## src/rtl/core/tetd_pkg.sv

```systemverilog
// ----------------------------------------------------------------------------
// tetd_pkg: shared types for the track end transition detector
// Beat layouts, configuration record, sticky state and transition mode codes.
// ----------------------------------------------------------------------------
package tetd_pkg;

  // Transition mode reported with every result
  typedef enum logic [1:0] {
    MODE_NONE    = 2'd0,
    MODE_XFADE   = 2'd1,
    MODE_GAPLESS = 2'd2
  } mode_t;

  // Register indexes (byte address = 4 * index)
  localparam logic [2:0] REG_BOUNDARY_EN = 3'd0;
  localparam logic [2:0] REG_XFADE_EN    = 3'd1;
  localparam logic [2:0] REG_GAPLESS_EN  = 3'd2;
  localparam logic [2:0] REG_FADE_OUT    = 3'd3;
  localparam logic [2:0] REG_FADE_IN     = 3'd4;
  localparam logic [2:0] REG_GAPLESS_LD  = 3'd5;
  localparam logic [2:0] REG_DELAY       = 3'd6;

  localparam int unsigned CFG_AW = 5;
  localparam int unsigned CFG_DW = 32;
  localparam int unsigned IN_DW  = 104;
  localparam int unsigned OUT_DW = 8;

  // Configuration record
  typedef struct packed {
    logic        boundary_enable;
    logic        crossfade_enable;
    logic        gapless_enable;
    logic [15:0] fade_out_ms;
    logic [15:0] fade_in_ms;
    logic [15:0] gapless_lead_ms;
    logic [15:0] delay_ms;
  } cfg_t;

  // One input beat, unpacked
  typedef struct packed {
    logic        command;
    logic [31:0] position_ms;
    logic [31:0] duration_ms;
    logic        end_of_input;
    logic        buffer_empty;
    logic [31:0] remaining_ms;
  } item_t;

  // Sticky per-track state
  typedef struct packed {
    logic  boundary_seen;
    logic  ending_flag;
    logic  switch_flag;
    mode_t mode;
  } state_t;

  // Result beat, lowest field in the lowest bit
  typedef struct packed {
    mode_t transition_mode;
    logic  ready_to_switch;
    logic  end_reached;
    logic  about_to_finish;
    logic  boundary_hit;
  } result_t;

  // Position has entered the window of width win before the duration.
  // pos >= dur - win (floored at zero) is the same as pos + win >= dur.
  function automatic logic time_hit(input logic [31:0] pos, input logic [31:0] dur,
                                    input logic [16:0] win, input logic tl);
    logic [32:0] sum;
    sum = {1'b0, pos} + {16'd0, win};
    return tl && (dur != 32'd0) && (sum >= {1'b0, dur});
  endfunction

  // Window reached by time or by draining buffered output
  function automatic logic lead_ready(input logic [16:0] win, input logic tl,
                                      input logic [31:0] pos, input logic [31:0] dur,
                                      input logic eoi, input logic [31:0] rem);
    return time_hit(pos, dur, win, tl) || (eoi && (rem <= {15'd0, win}));
  endfunction

endpackage

```

## src/rtl/core/track_end_transition_detector.sv

```systemverilog
// ----------------------------------------------------------------------------
// track_end_transition_detector: track end and transition detector
// Sticky boundary / ending / switch flags with crossfade or gapless selection.
// ----------------------------------------------------------------------------
//  Channel  | Ports                      | Beat contents
//  ---------+----------------------------+------------------------------------
//  input    | in_tvalid/tready/tdata/tuser | status or clear command
//  result   | out_tvalid/tready/tdata    | one result per input beat
//  config   | cfg_psel..cfg_pready       | seven registers, 4-byte stride
//
//  One beat per cycle sustained while the result channel is not stalled;
//  path: input register, decision logic, result register.
//  The sticky state updates in the same cycle the beat moves to the result
//  register, so a beat in the next cycle sees it.
//  Reset (rst_n low, synchronous) clears state and both valids, not payloads.
//  A stalled result holds; the input register takes a beat whenever it is
//  empty, or the result register is empty or drains in that cycle.
// ----------------------------------------------------------------------------
module track_end_transition_detector import tetd_pkg::*; (
  input  logic              clk,
  input  logic              rst_n,
  // input beat
  input  logic              in_tvalid,
  output logic              in_tready,
  // [31:0] position_ms, [63:32] duration_ms, [64] end_of_input,
  // [65] buffer_empty, [97:66] remaining_ms, [103:98] zero
  input  logic [IN_DW-1:0]  in_tdata,
  // [0] command
  input  logic              in_tuser,
  // result beat
  output logic              out_tvalid,
  input  logic              out_tready,
  // [0] boundary_hit, [1] about_to_finish, [2] end_reached,
  // [3] ready_to_switch, [5:4] transition_mode, [7:6] zero
  output logic [OUT_DW-1:0] out_tdata,
  // configuration
  input  logic              cfg_psel,
  input  logic              cfg_penable,
  input  logic              cfg_pwrite,
  input  logic [CFG_AW-1:0] cfg_paddr,
  input  logic [CFG_DW-1:0] cfg_pwdata,
  output logic [CFG_DW-1:0] cfg_prdata,
  output logic              cfg_pready
);

  cfg_t    cfg;
  item_t   item_r;
  item_t   item_nxt;
  logic    in_v_r;
  logic    in_v_nxt;
  logic    out_v_r;
  logic    out_v_nxt;
  result_t res_r;
  result_t res_nxt;
  state_t  st_r;
  state_t  st_nxt;
  state_t  st_eval;
  result_t res_eval;
  logic    out_free;
  logic    adv;
  logic    in_fire;

  assign cfg_pready = 1'b1;

  tetd_regs u_regs (
    .clk         (clk),
    .rst_n       (rst_n),
    .cfg_psel    (cfg_psel),
    .cfg_penable (cfg_penable),
    .cfg_pwrite  (cfg_pwrite),
    .cfg_paddr   (cfg_paddr),
    .cfg_pwdata  (cfg_pwdata),
    .cfg_prdata  (cfg_prdata),
    .cfg         (cfg)
  );

  // Handshake: result register frees the input register
  assign out_free  = !out_v_r || out_tready;
  assign adv       = in_v_r && out_free;
  assign in_tready = !in_v_r || out_free;
  assign in_fire   = in_tvalid && in_tready;

  // Input register
  always_comb begin
    in_v_nxt = in_fire || (in_v_r && !adv);
    item_nxt = item_r;
    if (in_fire) begin
      item_nxt.command      = in_tuser;
      item_nxt.position_ms  = in_tdata[31:0];
      item_nxt.duration_ms  = in_tdata[63:32];
      item_nxt.end_of_input = in_tdata[64];
      item_nxt.buffer_empty = in_tdata[65];
      item_nxt.remaining_ms = in_tdata[97:66];
    end
  end

  tetd_eval u_eval (
    .cfg    (cfg),
    .item   (item_r),
    .st     (st_r),
    .st_nxt (st_eval),
    .res    (res_eval)
  );

  // Result register and sticky state
  always_comb begin
    out_v_nxt = adv || (out_v_r && !out_tready);
    res_nxt   = adv ? res_eval : res_r;
    st_nxt    = adv ? st_eval : st_r;
  end

  always_ff @(posedge clk) begin
    if (!rst_n) begin
      in_v_r  <= 1'b0;
      out_v_r <= 1'b0;
      st_r    <= '0;
    end else begin
      in_v_r  <= in_v_nxt;
      out_v_r <= out_v_nxt;
      st_r    <= st_nxt;
    end
  end

  // Payload registers
  always_ff @(posedge clk) begin
    item_r <= item_nxt;
    res_r  <= res_nxt;
  end

  assign out_tvalid = out_v_r;
  assign out_tdata  = {2'b00, res_r};

endmodule

```

## src/rtl/core/tetd_regs.sv

```systemverilog
// ----------------------------------------------------------------------------
// tetd_regs: configuration register file
// APB-style write and read of the seven detector registers.
// ----------------------------------------------------------------------------
module tetd_regs import tetd_pkg::*; (
  input  logic              clk,
  input  logic              rst_n,
  input  logic              cfg_psel,
  input  logic              cfg_penable,
  input  logic              cfg_pwrite,
  input  logic [CFG_AW-1:0] cfg_paddr,
  input  logic [CFG_DW-1:0] cfg_pwdata,
  output logic [CFG_DW-1:0] cfg_prdata,
  output cfg_t              cfg
);

  cfg_t        cfg_r;
  cfg_t        cfg_nxt;
  logic        wr_en;
  logic [2:0]  idx;

  assign wr_en = cfg_psel && cfg_penable && cfg_pwrite;
  assign idx   = cfg_paddr[4:2];
  assign cfg   = cfg_r;

  // Write decode
  always_comb begin
    cfg_nxt = cfg_r;
    if (wr_en) begin
      unique case (idx)
        REG_BOUNDARY_EN: cfg_nxt.boundary_enable  = cfg_pwdata[0];
        REG_XFADE_EN:    cfg_nxt.crossfade_enable = cfg_pwdata[0];
        REG_GAPLESS_EN:  cfg_nxt.gapless_enable   = cfg_pwdata[0];
        REG_FADE_OUT:    cfg_nxt.fade_out_ms      = cfg_pwdata[15:0];
        REG_FADE_IN:     cfg_nxt.fade_in_ms       = cfg_pwdata[15:0];
        REG_GAPLESS_LD:  cfg_nxt.gapless_lead_ms  = cfg_pwdata[15:0];
        REG_DELAY:       cfg_nxt.delay_ms         = cfg_pwdata[15:0];
        default:         cfg_nxt = cfg_r;
      endcase
    end
  end

  always_ff @(posedge clk) begin
    if (!rst_n) begin
      cfg_r <= '0;
    end else begin
      cfg_r <= cfg_nxt;
    end
  end

  // Read decode
  always_comb begin
    unique case (idx)
      REG_BOUNDARY_EN: cfg_prdata = {31'd0, cfg_r.boundary_enable};
      REG_XFADE_EN:    cfg_prdata = {31'd0, cfg_r.crossfade_enable};
      REG_GAPLESS_EN:  cfg_prdata = {31'd0, cfg_r.gapless_enable};
      REG_FADE_OUT:    cfg_prdata = {16'd0, cfg_r.fade_out_ms};
      REG_FADE_IN:     cfg_prdata = {16'd0, cfg_r.fade_in_ms};
      REG_GAPLESS_LD:  cfg_prdata = {16'd0, cfg_r.gapless_lead_ms};
      REG_DELAY:       cfg_prdata = {16'd0, cfg_r.delay_ms};
      default:         cfg_prdata = '0;
    endcase
  end

endmodule

```

## src/rtl/core/tetd_eval.sv

```systemverilog
// ----------------------------------------------------------------------------
// tetd_eval: per-beat decision logic
// Boundary, ending, switch and mode decisions from one beat and the state.
// ----------------------------------------------------------------------------
module tetd_eval import tetd_pkg::*; (
  input  cfg_t    cfg,
  input  item_t   item,
  input  state_t  st,
  output state_t  st_nxt,
  output result_t res
);

  logic [16:0] w_xf;
  logic [16:0] w_gl;
  logic [16:0] w_ov;
  logic [15:0] ov_len;
  logic        at_b;
  logic        hard_end;
  logic        xf_ready;
  logic        gl_ready;
  logic        decide;
  mode_t       dec_mode;
  mode_t       mode_mid;
  logic        ending_mid;
  logic        sw_dec;

  // Window widths: 16-bit length plus delay never overflows 17 bits
  assign ov_len = (cfg.fade_out_ms < cfg.fade_in_ms) ? cfg.fade_out_ms : cfg.fade_in_ms;
  assign w_xf   = {1'b0, cfg.fade_out_ms} + {1'b0, cfg.delay_ms};
  assign w_gl   = {1'b0, cfg.gapless_lead_ms} + {1'b0, cfg.delay_ms};
  assign w_ov   = {1'b0, ov_len} + {1'b0, cfg.delay_ms};

  assign at_b     = cfg.boundary_enable && (item.duration_ms != 32'd0) &&
                    (item.position_ms >= item.duration_ms);
  assign hard_end = item.end_of_input && item.buffer_empty;

  // Ending decision: crossfade wins over gapless
  assign xf_ready = cfg.crossfade_enable &&
                    lead_ready(w_xf, cfg.boundary_enable, item.position_ms,
                               item.duration_ms, item.end_of_input, item.remaining_ms);
  assign gl_ready = cfg.gapless_enable &&
                    (item.end_of_input ||
                     lead_ready(w_gl, cfg.boundary_enable, item.position_ms,
                                item.duration_ms, item.end_of_input, item.remaining_ms));
  assign dec_mode = (xf_ready || gl_ready) ?
                    (cfg.crossfade_enable ? MODE_XFADE : MODE_GAPLESS) : MODE_NONE;
  assign decide   = xf_ready || gl_ready || at_b ||
                    (!(cfg.crossfade_enable || cfg.gapless_enable) && item.end_of_input);

  // Mode only moves when the ending decision is actually taken
  assign mode_mid   = st.ending_flag ? st.mode : dec_mode;
  assign ending_mid = st.ending_flag || decide;

  // Switch readiness, timeline always on
  always_comb begin
    case (mode_mid)
      MODE_XFADE:   sw_dec = lead_ready(w_ov, 1'b1, item.position_ms, item.duration_ms,
                                        item.end_of_input, item.remaining_ms);
      MODE_GAPLESS: sw_dec = lead_ready(w_gl, 1'b1, item.position_ms, item.duration_ms,
                                        item.end_of_input, item.remaining_ms);
      default:      sw_dec = 1'b0;
    endcase
  end

  // Next state and result
  always_comb begin
    st_nxt = st;
    res    = '0;
    if (item.command) begin
      st_nxt = '0;
    end else begin
      res.boundary_hit     = !st.boundary_seen && (at_b || hard_end);
      st_nxt.boundary_seen = st.boundary_seen || at_b || hard_end;
      if (hard_end) begin
        st_nxt.ending_flag = 1'b1;
        st_nxt.switch_flag = 1'b0;
        st_nxt.mode        = MODE_NONE;
        res.end_reached    = 1'b1;
      end else begin
        st_nxt.ending_flag  = ending_mid;
        st_nxt.mode         = mode_mid;
        res.about_to_finish = !st.ending_flag && decide;
        res.end_reached     = at_b;
        if (ending_mid && !st.switch_flag && sw_dec) begin
          st_nxt.switch_flag  = 1'b1;
          res.ready_to_switch = 1'b1;
        end
      end
    end
    res.transition_mode = st_nxt.mode;
  end

endmodule

```

## config.mk

```make
export PLATFORM = sky130hd
export DESIGN_NAME = track_end_transition_detector
export DESIGN_NICKNAME = d
export VERILOG_FILES = /design/src/rtl/core/tetd_pkg.sv /design/src/rtl/core/track_end_transition_detector.sv /design/src/rtl/core/tetd_regs.sv /design/src/rtl/core/tetd_eval.sv
export SDC_FILE = /design/constraint.sdc
export NUM_CORES = 1
export LEC_CHECK = 0
export ABC_AREA = 1
export BUFFER_PORTS_ARGS = -buffer_cell sky130_fd_sc_hd__buf_2
export CORE_MARGIN = 2
export CORE_UTILIZATION = 56
export DETAILED_ROUTE_END_ITERATION = 7
export GPL_ROUTABILITY_DRIVEN = 0
export HOLD_SLACK_MARGIN = 0.02
export PLACE_DENSITY = 0.79
export SLEW_MARGIN = 20
export SYNTH_ARGS = -nofsm -noshare
export SYNTH_HDL_FRONTEND = slang
export SYNTH_SLANG_ARGS = --single-unit
```

## constraint.sdc

```tcl
create_clock -name clk -period 19.9 [get_ports clk]
set_input_delay 3.98 -clock clk [delete_from_list [all_inputs] [get_ports clk]]
set_output_delay 3.98 -clock clk [all_outputs]
set_load 0.05 [all_outputs]
```

Word-level counts from Yosys, hierarchy flattened
Index checks and enable logic that the tools add are counted.
{"block": "word_totals", "reg_bits": 179, "out_inout_bits": 43, "elab_cells": 117}
{"block": "classes", "n_addsub": 6, "n_lt_le_gt_ge": 8, "eq_ne": 8, "mux": 11, "n_reduce_logical": 60}
{"operator": "$pmux W16 S7", "n": 1}
{"operator": "$add A32 B17 Y33", "n": 3}
{"operator": "$ge A33 B32 Y1", "n": 3}
{"operator": "$le A32 B17 Y1", "n": 3}
{"operator": "$add A16 B16 Y17", "n": 3}
{"operator": "$ge A32 B32 Y1", "n": 1}
{"operator": "$reduce_bool A32 Y1", "n": 1}
{"operator": "$logic_and A1 B1 Y1", "n": 23}
{"operator": "$logic_or A1 B1 Y1", "n": 17}
{"operator": "$lt A16 B16 Y1", "n": 1}
{"operator": "$mux W16", "n": 1}
{"operator": "$reduce_and A2 Y1", "n": 8}
{"operator": "$eq A3 B3 Y1 const B", "n": 3}
{"operator": "$logic_not A1 Y1", "n": 8}
{"operator": "$eq A3 B2 Y1 const B", "n": 2}
{"operator": "$mux W2", "n": 3}
{"operator": "$mux W5", "n": 1}
{"operator": "$mux W4", "n": 1}
{"operator": "$eq A3 B1 Y1 const B", "n": 1}
{"operator": "$logic_not A3 Y1", "n": 1}
{"operator": "$mux W1", "n": 3}
{"operator": "$reduce_bool A3 Y1", "n": 1}
{"operator": "$eq A2 B1 Y1 const B", "n": 1}
{"operator": "$eq A2 B2 Y1 const B", "n": 1}
{"operator": "other kinds (2)", "n": 2}

Depth between registers and ports, before layout
{"block": "depth", "depth_word": 16, "depth_mapped": 59}

Cells and area by module
A second synthesis with hierarchy kept.
{"block": "hier_totals", "hier_cells": 2291, "hier_area_um2": 17441.7}
{"mod": "tetd_eval", "n_inst": 1, "cells_each": 1622, "area_per_inst_um2": 10473.8, "seq_area_each_um2": 0.0}
{"mod": "track_end_transition_detector", "n_inst": 1, "cells_each": 155, "area_per_inst_um2": 3523.4, "seq_area_each_um2": 3293.2}
{"mod": "tetd_regs", "n_inst": 1, "cells_each": 514, "area_per_inst_um2": 3444.6, "seq_area_each_um2": 1341.3}

Worst setup path before layout
No wires, ideal clock.
{"block": "synth_path", "path_kind": "input to output", "from": "input cfg_paddr[3]", "to": "output cfg_prdata[10]", "arrival_time_ps": 5354, "t_required_ps": 15920, "setup_slack_ps": 10566, "stages": 4, "n_path_buf": 1, "cell_sequence": "nor2_1 nand2_1 clkbuf_1 o2111ai_1"}
{"block": "synth_via", "elab_chain_cells": 2}
{"item": "from (decl)", "line": "track_end_transition_detector.sv:40", "source": "input logic [CFG_AW-1:0] cfg_paddr,"}
{"item": "$eq A3 B3 Y1 (tied with other cells)", "line": "tetd_regs.sv:53", "source": "unique case (idx)"}
{"item": "$pmux W16 S7 *", "line": "tetd_regs.sv:53"}
{"item": "to (decl)", "line": "track_end_transition_detector.sv:42", "source": "output logic [CFG_DW-1:0] cfg_prdata,"}
Every way passes the cells marked *; elsewhere a longest branch is shown, timed or not.

Worst setup path after layout
{"block": "layout_path", "from": "input cfg_paddr[3]", "to": "output cfg_prdata[8]"}
The elaborated chain is that of the path after synthesis.

==> reports/results.ini <==
[outcome]
status = completed

[clocking]
clk_root_buffer_cell = clkbuf_16
ctsHtreeMaxLevel = 4
clk_latency_ps = 470
cts_tree = built
path_clk_slew_ps = 70
post_cts_resized = 0
numCtsBuffers = 17
ctsHoldBuffers = 0
clock_path_buffers = 2
post_cts_buffers = 0
clock-sinks = 179

[job]
maxCapViolCount = 0

[synthesis]
syn_area_um2 = 16500
synth_edf_count = 105
yosys_warnings = 0
yosys-top-cells-area = ha_1 22%, edfxtp_1 19%, dfxtp_1 9.0%
netlist_instances = 2100
synthArstFlopShare = 0
synth_cell_types = 58
ys_ff_latch = 179
yosys.area.top_type = ha_1
ys_seq_area_frac = 0.282
ys.flop_type = edfxtp_1
synth_top_area_share = 0.225
syn_avg_cell_area_um2 = 7.84

[final_layout]
nets = 2689
fillers = 2556
antenna_cells = 0
multiInputGateArea_um2 = 10500
mostFrequentLayoutCell = nand2_1
regArea_um2 = 4630
drive_gt1_frac = 0.108
final_cell_mix = 355 x nand2_1, 296 x ha_1, 286 x inv_1, 222 x a21oi_1, 191 x nor2_1
area_growth_pct = 10.1

[timing]
tightest_slew_ps = 1020
setup_viol = 0
period_share = 0.483
slew_headroom = 0.322
setup_tns_ps = 0
fin_skew_ps = 17.8
max_freq_mhz = 104
rsz0062_at_grt = false
period_minus_slack_ps = 9610
drv_slew = 0
hold_viol = 0

[grt]
met2_usage = 0.479
busiest_layer = met2
grt_start_max_net_pins = 71
use_met1 = 0.382
grt_remaining_overflow = 0
grt_use_met3 = 0.0574
track_usage = 0.293
grt_pass1_vias = 14100
antenna_found_initial = 1
grt_pass1_wl_um = 71100

[setup_path]
crit_arrival_ps = 5630
r2r-start = u_regs.cfg[49]
endpoint_kind = output pin
crit_end = cfg_prdata[8]
worstSetupPathType = input port to output pin
cp_max_fo = 17
crit_chain = buf_2 > nor2_1 > nand2_1 > o2111ai_1 > buf_2
critPathLaunchType = input port
cp-startpoint = cfg_paddr[3]
cpMaxStageDelayCell = o2111ai_1
required_ps = 15920
r2r-end = st_r[2]
crit_path_frequent_cell = buf_2
slowest_delay_ps = 520
r2r_cells = 55
rrSetupSlack_ps = 11410

[routing]
drt_iter0_drc = 1289
drc_errors = 0
dr_total_vias = 15000
viasPerCell = 5.70
ant_nets = 0
wire_per_inst_um = 17.1
drt_wl_total_um = 45100
drt_pre_antenna_iters = 8

[floorplan]
core-area_um2 = 28900
fp.dieH_um = 175
dieWidth_um = 175
pin_count = 192
fp.dieArea_um2 = 30800
num_rows = 62
initial_core_util = 0.570

[power_and_ir_drop]
peakVddDrop_uv = 63.6
finalPower_mw = 1.10
leakage_nw = 8.94
power_density_nw_per_um2 = 60.7

[worst_hold_path]
min_path_type = flop to flop

[place]
io_buffers = 148
dp_hpwl_um = 36000

==> stage by stage <==
step,worst slack (ps),utilization,instance area [um^2],hold WS [ps],instances
after detailed placement,10330,0.607,17500,446,2603
after floorplan,10570,-,16500,424,2117
after CTS,10350,0.628,18100,456,2635
after global placement,10380,0.607,17500,437,2603
after global routing,10180,0.628,18100,462,2635
final,10290,0.628,18100,457,2635
==> layer usage <==
layer  vias up  share of wire
met4         0          0.037
met2       656           0.46
met3        99          0.087
li1       7380              -
met5         -              0
met1      6888           0.42
==> sequential cells by signal (all words and copies together) (netlist names) <==
register and cells:
in_v_r 1, item_r 99, out_tdata 6, out_tvalid 1, st_r 5, u_regs.cfg 67
==> Yosys cell counts (all sizes together), types with 23 or more instances <==
| cell type | count |
|---|---|
| edfxtp | 105 |
| dfxtp | 74 |
| nand3 | 61 |
| nand4 | 29 |
| inv | 290 |
| buf | 23 |
| clkbuf | 30 |
| xor2 | 98 |
| o21ai | 135 |
| nand2 | 370 |
| nor3 | 27 |
| nor2 | 197 |
| ha | 296 |
| xnor2 | 26 |
| a21oi | 226 |
==> worst min path at each step <==
stage                 start  endpoint  slack [ps]  cells after the start
global placement    st_r[2]   st_r[2]         440                      2
floorplan           st_r[2]   st_r[2]         420                      2
CTS                 st_r[2]   st_r[2]         460                      2
finish              st_r[2]   st_r[2]         460                      2
global route        st_r[2]   st_r[2]         460                      2
detailed placement  st_r[2]   st_r[2]         450                      2
==> power by group <==
group | switching, mW | internal [mW] | leakage (nW)
Combinational | 0.208 | 0.123 | 7.02
Clock | 0.167 | 0.174 | 0.293
Sequential | 0.0171 | 0.409 | 1.62
==> cell type report <==
type / instances / share of cell area
Tap cell: 384 / 0.0265
Clock buffer: 18 / 0.0249
Multi-Input combinational cell: 1595 / 0.581
Inverter: 290 / 0.0602
Clock inverter: 14 / 0.00773
Timing Repair Buffer: 155 / 0.0438
Sequential cell: 179 / 0.256
==> logic make-up (layout without fill, tap and decap cells) <==
kind of cell / count (synthesis) / in the layout / share of synthesized area
compound gates: 436 / 436 / 0.152
xor+xnor: 124 / 124 / 0.0660
simple gates: 714 / 714 / 0.185
other cells: 2 / 19 / 0.000456
flops: 179 / 179 / 0.282
fa+ha+maj: 302 / 302 / 0.232
buf+inv: 343 / 477 / 0.0829
==> worst max-delay path: cells and delay by family <==
family	cells	cell delay, ps
AOI/OAI and AO/OA	1	520
and+or+nand+nor	2	640
buffers and inverters	2	470
(Power assumes the default switching activity.)
